==> src/rtl/stw_pkg.sv <==
// ----------------------------------------------------------------------------
// stw_pkg
// Shared types for the slot table: request and response words and the
// request codes.
// ----------------------------------------------------------------------------
package stw_pkg;

    typedef enum logic [1:0] {
        REQ_APPEND = 2'd0,
        REQ_INSERT = 2'd1,
        REQ_REMOVE = 2'd2,
        REQ_FIND   = 2'd3
    } t_req_type;

    typedef struct packed {
        t_req_type   req_type;
        logic [5:0]  slot_index;
        logic [31:0] elem_data;
    } t_req;

    typedef struct packed {
        logic       ok;
        logic       found;
        logic [5:0] found_index;
        logic [6:0] occupied_now;
        logic [6:0] tail_now;
    } t_rsp;

endpackage

==> src/rtl/stw_slot_ram.sv <==
// ----------------------------------------------------------------------------
// stw_slot_ram
// Simple dual-port slot memory: one write port, one read port and
// registered read data.
// ----------------------------------------------------------------------------
module stw_slot_ram #(
    parameter int DEPTH = 64,
    parameter int WIDTH = 32
) (
    input  logic                     i_clk,
    input  logic                     i_wr_en,
    input  logic [$clog2(DEPTH)-1:0] i_wr_addr,
    input  logic [WIDTH-1:0]         i_wr_data,
    input  logic                     i_rd_en,
    input  logic [$clog2(DEPTH)-1:0] i_rd_addr,
    output logic [WIDTH-1:0]         o_rd_data
);

    logic [WIDTH-1:0] r_mem [DEPTH];
    logic [WIDTH-1:0] r_rd_data;

    always_ff @(posedge i_clk) begin
        if (i_wr_en) begin
            r_mem[i_wr_addr] <= i_wr_data;
        end
    end

    always_ff @(posedge i_clk) begin
        if (i_rd_en) begin
            r_rd_data <= r_mem[i_rd_addr];
        end
    end

    assign o_rd_data = r_rd_data;

endmodule

==> src/rtl/stw_ctrl.sv <==
// ----------------------------------------------------------------------------
// stw_ctrl
// Request sequencer: owns the occupied count, the tail mark and the fill
// byte, drives the slot memory and runs the find and tail recovery scans.
// ----------------------------------------------------------------------------
module stw_ctrl
    import stw_pkg::*;
#(
    parameter int SLOTS      = 64,
    parameter int ELEM_BYTES = 4
) (
    input  logic                     i_clk,
    input  logic                     i_rst_n,
    input  logic                     i_valid,
    output logic                     o_ready,
    input  t_req                     i_word,
    input  logic                     i_cfg_we,
    input  logic [7:0]               i_cfg_data,
    output logic                     o_res_valid,
    input  logic                     i_res_ready,
    output t_rsp                     o_res_word,
    output logic                     o_wr_en,
    output logic [$clog2(SLOTS)-1:0] o_wr_addr,
    output logic [8*ELEM_BYTES-1:0]  o_wr_data,
    output logic                     o_rd_en,
    output logic [$clog2(SLOTS)-1:0] o_rd_addr,
    input  logic [8*ELEM_BYTES-1:0]  i_rd_data
);

    localparam int IW = $clog2(SLOTS);
    localparam int CW = $clog2(SLOTS + 1);
    localparam int SW = 8 * ELEM_BYTES;

    typedef enum logic [2:0] {
        S_CLEAR,
        S_IDLE,
        S_MODIFY,
        S_FIND,
        S_RECOVER,
        S_DONE
    } t_state;

    t_state          r_state, n_state;
    logic [IW-1:0]   r_ptr, n_ptr;
    logic [IW-1:0]   r_addr, n_addr;
    logic [SW-1:0]   r_key, n_key;
    logic [7:0]      r_fill, n_fill;
    logic [CW-1:0]   r_count, n_count;
    logic [CW-1:0]   r_tail, n_tail;
    logic            r_ok, n_ok;
    logic            r_found, n_found;
    logic [5:0]      r_fidx, n_fidx;

    logic [SW-1:0]   pattern;
    logic [SW-1:0]   in_key;
    logic            in_fire;
    logic            idx_in_range;
    logic            was_occ;
    logic            now_occ;

    assign pattern      = {ELEM_BYTES{r_fill}};
    assign in_key       = SW'(i_word.elem_data);
    assign o_ready      = (r_state == S_IDLE);
    assign in_fire      = i_valid && o_ready;
    assign idx_in_range = (32'(i_word.slot_index) < SLOTS);
    assign was_occ      = (i_rd_data != pattern);
    assign now_occ      = (r_key != pattern);

    assign o_res_valid             = (r_state == S_DONE);
    assign o_res_word.ok           = r_ok;
    assign o_res_word.found        = r_found;
    assign o_res_word.found_index  = r_fidx;
    assign o_res_word.occupied_now = 7'(r_count);
    assign o_res_word.tail_now     = 7'(r_tail);

    always_comb begin
        n_state   = r_state;
        n_ptr     = r_ptr;
        n_addr    = r_addr;
        n_key     = r_key;
        n_fill    = r_fill;
        n_count   = r_count;
        n_tail    = r_tail;
        n_ok      = r_ok;
        n_found   = r_found;
        n_fidx    = r_fidx;
        o_wr_en   = 1'b0;
        o_wr_addr = r_addr;
        o_wr_data = r_key;
        o_rd_en   = 1'b0;
        o_rd_addr = r_ptr + IW'(1);

        case (r_state)
            S_CLEAR: begin
                o_wr_en   = 1'b1;
                o_wr_addr = r_ptr;
                o_wr_data = pattern;
                if (r_ptr == IW'(SLOTS - 1)) begin
                    n_state = S_IDLE;
                end else begin
                    n_ptr = r_ptr + IW'(1);
                end
            end
            S_IDLE: begin
                if (in_fire) begin
                    n_ok    = 1'b0;
                    n_found = 1'b0;
                    n_fidx  = '0;
                    n_key   = in_key;
                    case (i_word.req_type)
                        REQ_APPEND: begin
                            n_state = S_DONE;
                            if (r_tail < CW'(SLOTS)) begin
                                n_ok = 1'b1;
                                // The slot at the tail is always empty, so an
                                // empty element leaves the table as it is.
                                if (in_key != pattern) begin
                                    o_wr_en   = 1'b1;
                                    o_wr_addr = r_tail[IW-1:0];
                                    o_wr_data = in_key;
                                    n_count   = r_count + CW'(1);
                                    n_tail    = r_tail + CW'(1);
                                end
                            end
                        end
                        REQ_INSERT, REQ_REMOVE: begin
                            if (idx_in_range) begin
                                n_ok      = 1'b1;
                                o_rd_en   = 1'b1;
                                o_rd_addr = IW'(i_word.slot_index);
                                n_addr    = IW'(i_word.slot_index);
                                n_state   = S_MODIFY;
                                if (i_word.req_type == REQ_REMOVE) begin
                                    n_key = pattern;
                                end
                            end else begin
                                n_state = S_DONE;
                            end
                        end
                        REQ_FIND: begin
                            o_rd_en   = 1'b1;
                            o_rd_addr = '0;
                            n_ptr     = '0;
                            n_state   = S_FIND;
                        end
                        default: begin
                            n_state = S_DONE;
                        end
                    endcase
                end
            end
            S_MODIFY: begin
                o_wr_en   = 1'b1;
                o_wr_addr = r_addr;
                o_wr_data = r_key;
                n_state   = S_DONE;
                if (now_occ && !was_occ) begin
                    n_count = r_count + CW'(1);
                end else if (!now_occ && was_occ) begin
                    n_count = r_count - CW'(1);
                end
                if (now_occ) begin
                    if (CW'(r_addr) >= r_tail) begin
                        n_tail = CW'(r_addr) + CW'(1);
                    end
                end else if (CW'(r_addr) + CW'(1) == r_tail) begin
                    // The top slot was emptied: walk down for the new tail.
                    if (r_addr == '0) begin
                        n_tail = '0;
                    end else begin
                        o_rd_en   = 1'b1;
                        o_rd_addr = r_addr - IW'(1);
                        n_ptr     = r_addr - IW'(1);
                        n_state   = S_RECOVER;
                    end
                end
            end
            S_RECOVER: begin
                if (was_occ) begin
                    n_tail  = CW'(r_ptr) + CW'(1);
                    n_state = S_DONE;
                end else if (r_ptr == '0) begin
                    n_tail  = '0;
                    n_state = S_DONE;
                end else begin
                    o_rd_en   = 1'b1;
                    o_rd_addr = r_ptr - IW'(1);
                    n_ptr     = r_ptr - IW'(1);
                end
            end
            S_FIND: begin
                if (i_rd_data == r_key) begin
                    n_ok    = 1'b1;
                    n_found = 1'b1;
                    n_fidx  = 6'(r_ptr);
                    n_state = S_DONE;
                end else if (r_ptr == IW'(SLOTS - 1)) begin
                    n_state = S_DONE;
                end else begin
                    o_rd_en   = 1'b1;
                    o_rd_addr = r_ptr + IW'(1);
                    n_ptr     = r_ptr + IW'(1);
                end
            end
            S_DONE: begin
                if (i_res_ready) begin
                    n_state = S_IDLE;
                end
            end
            default: begin
                n_state = S_IDLE;
            end
        endcase

        // A new fill byte empties the table through a fresh clearing pass.
        if (i_cfg_we) begin
            n_fill  = i_cfg_data;
            n_count = '0;
            n_tail  = '0;
            n_ptr   = '0;
            n_state = S_CLEAR;
        end
    end

    always_ff @(posedge i_clk) begin
        if (!i_rst_n) begin
            r_state <= S_CLEAR;
            r_ptr   <= '0;
            r_fill  <= '0;
            r_count <= '0;
            r_tail  <= '0;
        end else begin
            r_state <= n_state;
            r_ptr   <= n_ptr;
            r_fill  <= n_fill;
            r_count <= n_count;
            r_tail  <= n_tail;
        end
        r_addr  <= n_addr;
        r_key   <= n_key;
        r_ok    <= n_ok;
        r_found <= n_found;
        r_fidx  <= n_fidx;
    end

    a_count_le_tail: assert property (@(posedge i_clk) disable iff (!i_rst_n)
        r_count <= r_tail)
        else $error("occupied count exceeds tail mark");

    a_tail_bound: assert property (@(posedge i_clk) disable iff (!i_rst_n)
        r_tail <= CW'(SLOTS))
        else $error("tail mark beyond capacity");

    a_cfg_clears: assert property (@(posedge i_clk) disable iff (!i_rst_n)
        i_cfg_we |=> (r_state == S_CLEAR) && (r_count == '0) && (r_tail == '0))
        else $error("fill write did not restart the clearing pass");

    a_no_rw_clash: assert property (@(posedge i_clk) disable iff (!i_rst_n)
        !(o_wr_en && o_rd_en && (o_wr_addr == o_rd_addr)))
        else $error("read and write of the same slot in one cycle");

endmodule

==> src/rtl/slot_table_with_tail_and_find.sv <==
// ----------------------------------------------------------------------------
// slot_table_with_tail_and_find
// Fixed-capacity slot table with occupied count, tail mark and linear find.
// ----------------------------------------------------------------------------
// Usage: requests arrive as words on the input valid/ready channel and each
// one produces exactly one response word on the output valid/ready channel,
// unless a fill write cuts it short. The table holds one request at a time.
// After acceptance an append is answered without a memory read, an insert
// or remove reads its slot and then writes it, and a remove that empties
// the top slot then reads down one slot at a time to the new tail (no reads
// when the top is slot 0). A find scans up from slot 0 to the lowest match,
// or to the last slot when nothing matches, reading one slot per cycle
// through the single read port of the slot memory; that port sets the rate.
// After reset, and after every write of the fill byte, a clearing pass
// writes the empty pattern into every slot, one slot per cycle; no request
// is accepted meanwhile, but fill writes are.
// The response sits in an output register, so the next request is taken
// while the receiver stalls; that request finishes and then waits until the
// register is free.
// ----------------------------------------------------------------------------
module slot_table_with_tail_and_find
    import stw_pkg::*;
#(
    parameter int SLOTS      = 64,
    parameter int ELEM_BYTES = 4
) (
    input  logic       i_clk,
    input  logic       i_rst_n,
    input  logic       i_valid,
    output logic       o_ready,
    input  t_req       i_word,
    output logic       o_valid,
    input  logic       i_ready,
    output t_rsp       o_word,
    input  logic       i_cfg_we,
    input  logic [7:0] i_cfg_data
);

    localparam int IW = $clog2(SLOTS);
    localparam int SW = 8 * ELEM_BYTES;

    // Memory port between the sequencer and the slot store.
    logic          wr_en;
    logic [IW-1:0] wr_addr;
    logic [SW-1:0] wr_data;
    logic          rd_en;
    logic [IW-1:0] rd_addr;
    logic [SW-1:0] rd_data;

    // Finished response from the sequencer.
    logic res_valid;
    logic res_ready;
    t_rsp res_word;

    // Output register.
    logic r_out_valid;
    t_rsp r_out_word;

    stw_slot_ram #(
        .DEPTH (SLOTS),
        .WIDTH (SW)
    ) u_ram (
        .i_clk     (i_clk),
        .i_wr_en   (wr_en),
        .i_wr_addr (wr_addr),
        .i_wr_data (wr_data),
        .i_rd_en   (rd_en),
        .i_rd_addr (rd_addr),
        .o_rd_data (rd_data)
    );

    stw_ctrl #(
        .SLOTS      (SLOTS),
        .ELEM_BYTES (ELEM_BYTES)
    ) u_ctrl (
        .i_clk       (i_clk),
        .i_rst_n     (i_rst_n),
        .i_valid     (i_valid),
        .o_ready     (o_ready),
        .i_word      (i_word),
        .i_cfg_we    (i_cfg_we),
        .i_cfg_data  (i_cfg_data),
        .o_res_valid (res_valid),
        .i_res_ready (res_ready),
        .o_res_word  (res_word),
        .o_wr_en     (wr_en),
        .o_wr_addr   (wr_addr),
        .o_wr_data   (wr_data),
        .o_rd_en     (rd_en),
        .o_rd_addr   (rd_addr),
        .i_rd_data   (rd_data)
    );

    // The register takes a new response when it is empty or being drained.
    assign res_ready = !r_out_valid || i_ready;

    always_ff @(posedge i_clk) begin
        if (!i_rst_n) begin
            r_out_valid <= 1'b0;
        end else if (res_ready) begin
            r_out_valid <= res_valid;
        end
        if (res_valid && res_ready) begin
            r_out_word <= res_word;
        end
    end

    assign o_valid = r_out_valid;
    assign o_word  = r_out_word;

endmodule

==> config.mk <==
export PLATFORM = sky130hd
export DESIGN_NAME = slot_table_with_tail_and_find
export DESIGN_NICKNAME = d
export VERILOG_FILES = /design/src/rtl/stw_pkg.sv /design/src/rtl/stw_slot_ram.sv /design/src/rtl/stw_ctrl.sv /design/src/rtl/slot_table_with_tail_and_find.sv
export SDC_FILE = /design/constraint.sdc
export NUM_CORES = 2
export LEC_CHECK = 0
export BUFFER_PORTS_ARGS = -buffer_cell sky130_fd_sc_hd__buf_2
export CORE_UTILIZATION = 63
export CTS_CLUSTER_SIZE = 8
export DETAILED_ROUTE_END_ITERATION = 12
export PLACE_DENSITY = 0.79
export SYNTH_ARGS = -nofsm -noshare
export SYNTH_HDL_FRONTEND = slang
export SYNTH_HIERARCHICAL = 1
export SYNTH_SLANG_ARGS = --single-unit
==> constraint.sdc <==
create_clock -name i_clk -period 6.9 [get_ports i_clk]
set_input_delay 1.035 -clock i_clk [delete_from_list [all_inputs] [get_ports i_clk]]
set_output_delay 1.035 -clock i_clk [all_outputs]
set_load 0.03 [all_outputs]
==> impl_metrics.tcl <==
set metrics [dict create \
    cts_buffers 323 \
    tightest_slew_ns 1.42 \
    power.density_nw_per_um2 299 \
    drt_iter0_drc 8090 \
    crit_type "reg2reg" \
    finalCritPeriodShare_pct 93.5 \
    numClockSinks 2180 \
    synth_nets 4441 \
    synthArstFlopShare_pct 0 \
    p_sw_w 0.00622 \
    postRouteWirelength_um 254000 \
    synth_top_area_share_pct 74.5 \
    power.combinational.fraction_pct 4.6 \
    cp_common_cell "nand3_1" \
    nets 4830 \
    first_pass_iters 6 \
    synth.most_common_cell "edfxtp_1" \
    die_width_um 373 \
    synth-seq-area-share_pct 75.2 \
    postCtsSetupRepairBufs 0 \
    power.leakage_nw 32.8 \
    grtUsageMet3_pct 11.9 \
    rsz0062_at_grt "false" \
    critPathArrivalTime_ns 7.12 \
    synth_ff_type "edfxtp_1" \
    peakVddDrop_uv 242 \
    grt_use_total_pct 36.8 \
    critPathTopFamily "compound AO/OA/AOI/OAI gates" \
    place_congestion 0.951 \
    skew_ns 0.0613 \
    hold_buffers 0 \
    grt_max_degree 74 \
    endpoint_kind "flip-flop" \
    netlist_area_sq_um 86600 \
    crit_chain "ha_1 > nand3_1 > o21a_1 > nor4_1 > nand3_1 > nor3_2 > nand2_1 > o221ai_4 > buf_12 > buf_4 > mux4_2 > nor2b_1 > a2111oi_0 > a21oi_1 > and4_1" \
    syn_avg_cell_area_sq_um 19.8 \
    grt_pass1_wl_um 359000 \
    synth_top_cells_by_count "edfxtp_1 (2148), mux4_2 (446), mux2i_1 (218), nor2_1 (160), a22oi_1 (132)" \
    core_sq_um 136000 \
    die_area_sq_um 139000 \
    synth_area_leaders "edfxtp_1 (74%), mux4_2 (12%), mux2i_1 (2.5%)" \
    critPathLaunchType "flip-flop" \
    cap_violations 0 \
    hold_path.class "in2reg" \
    synth_cell_type_count 76 \
    overflow 0 \
    worstPathRequired_ns 7.57 \
    max_slew_margin_pct 4.61 \
    crit_path_top_delay_cell "a2111oi_0" \
    finalHoldViolCount 0 \
    p_seq_share_pct 49.4 \
    total_power_w 0.0297 \
    grt_antenna_before_repair 9 \
    grt_busiest_layer "met2" \
    grt_pass1_vias 49600 \
    finalSetupViolations 0 \
    switching_share_pct 21.0 \
    ant_nets 0 \
    rows 135 \
    post_cts_resized 0 \
    outcome "finished clean" \
    cp_max_fo 13 \
    cts.htree.levels 5 \
    viasPerCell 7.52 \
    hpwlAfterDp_um 138000 \
    multi_input_area_sq_um 20700 \
    drive_above_1_share_pct 25.9 \
    numPortBuffers 76 \
    synth_edf_count 2148 \
    drv_slew 0 \
    use_met2_pct 56.2 \
    intPower_w 0.0235 \
    vias 49600 \
    nFillCells 7240 \
    period_minus_slack_ns 6.45 \
    synth-seq-cells 2180 \
    synth_top_area_cell "edfxtp_1" \
    wl_per_cell_um 38.6 \
    clk_pin_slew_ns 0.05 \
    synth_cells 4369 \
    tritoncts "done" \
    area_delta_synth_final_pct 14.6 \
    die_y_um 373 \
    tns_ns 0 \
    max_stage_delay_ns 1.00 \
    drc 0 \
    root_buffer "clkbuf_16" \
    crit_buf_inv 2 \
    gr-usage-met1_pct 46.4 \
    insertion_delay_ns 0.94 \
    yosys_warnings 6 \
    cts.path.max_buffers 4 \
    fmax_mhz 155 \
    ios 77 \
    clockPowerShare_pct 46.0 \
    initial_core_util_pct 63.7 \
    regArea_sq_um 65100 \
]
==> layout by cell type (no fill, tap or decap), types with 18 or more instances in the layout <==
master	count
nor2_4	65
mux2i_1	218
nand3_1	68
buf_12	26
nor3_1	36
mux4_2	446
ha_1	19
or4_1	22
inv_1	59
a22oi_1	132
nand2_1	69
o22ai_1	91
xnor2_1	49
clkbuf_16	327
edfxtp_1	2148
nor2b_1	23
nand4_1	33
xor2_1	18
nor2_1	93
and3_1	18
dfxtp_1	31
a211oi_1	28
a21oi_1	94
a21oi_4	32
a31oi_1	22
buf_4	221
o21ai_0	78
clkbuf_1	33
buf_2	76
==> worst reg2reg max path: stages (launching register included) <==
cell and delay (ns):
edfxtp_1 0.57, ha_1 0.25, nand3_1 0.21, o21a_1 0.25
nor4_1 0.46, nand3_1 0.23, nor3_2 0.43, nand2_1 0.30
o221ai_4 0.64, buf_12 0.28, buf_4 0.30, mux4_2 0.53
nor2b_1 0.15, a2111oi_0 1.00, a21oi_1 0.29, and4_1 0.30
==> cell type report <==
cell class                      count  share of cell area (%)
Antenna cell                        5                  0.0126
Tap cell                         1781                    2.24
Timing Repair Buffer              323                    2.58
Multi-Input combinational cell   1871                    20.9
Sequential cell                  2180                    65.6
Clock inverter                     11                   0.118
Inverter                           59                   0.223
Clock buffer                      360                    8.36
==> through the flow <==
step	hold slack, ns	utilization [%]	worst slack [ns]	cell area, sq um	std cells
after floorplan	0.400	-	0.913	86600	4369
after global placement	0.401	66.8	0.694	90900	6214
after detailed placement	0.411	66.8	0.686	90900	6214
after CTS	0.301	73.0	0.620	99300	6585
after global routing	0.336	73.0	0.115	99300	6586
final	0.335	73.0	0.451	99300	6590
==> power groups by stage <==
stage	sequential [W]	combinational [W]	clock, W
floorplan	0.0149	0.000819	0
global placement	0.0149	0.00127	0
detailed placement	0.0149	0.00130	0
CTS	0.0147	0.00133	0.0137
global route	0.0147	0.00141	0.0142
finish	0.0147	0.00137	0.0136
==> flip-flops by register name, indices dropped and copies added (netlist names) <==
| name | cells |
|---|---|
| u_ctrl/r_tail | 7 |
| u_ctrl/r_key | 32 |
| u_ctrl/r_addr | 6 |
| o_word | 22 |
| u_ram/o_rd_data | 32 |
| u_ctrl/r_count | 7 |
| o_valid | 1 |
| u_ctrl/r_fidx | 6 |
| u_ctrl/r_state | 3 |
| u_ctrl/r_found | 1 |
| u_ctrl/r_ok | 1 |
| u_ctrl/r_fill | 8 |
| u_ram/r_mem | 2048 |
| u_ctrl/r_ptr | 6 |
==> worst paths after layout <==
check | start | cells after the start | slack (ns) | to
hold reg to reg | u_ctrl/r_fidx[4] | 0 | 0.42 | o_word[18]
setup reg to reg | u_ctrl/r_addr[0] | 15 | 0.45 | u_ram/o_rd_data[11]
setup / recovery | u_ctrl/r_addr[0] | 15 | 0.45 | u_ram/o_rd_data[11]
hold / removal | i_word[37] | 1 | 0.33 | u_ctrl/r_addr[5]
==> layer usage <==
metal  vias up  share of wire (%)
met5         -              0.013
met4         6                7.2
met3       925                 14
met2      4689                 46
met1     25100                 32
li1      18900                  -
==> cell families (layout without fill, tap and decap cells) <==
group,count (synthesis),count (layout),share of synthesized area [%]
compound gates,611,611,4.73
fa+ha+maj,19,19,0.274
buf+inv,318,753,1.98
xor+xnor,68,68,0.703
mux,665,665,14.1
simple gates,508,508,2.98
other cells,0,5,0
flops,2180,2180,75.2
(Power assumes the default switching activity.)
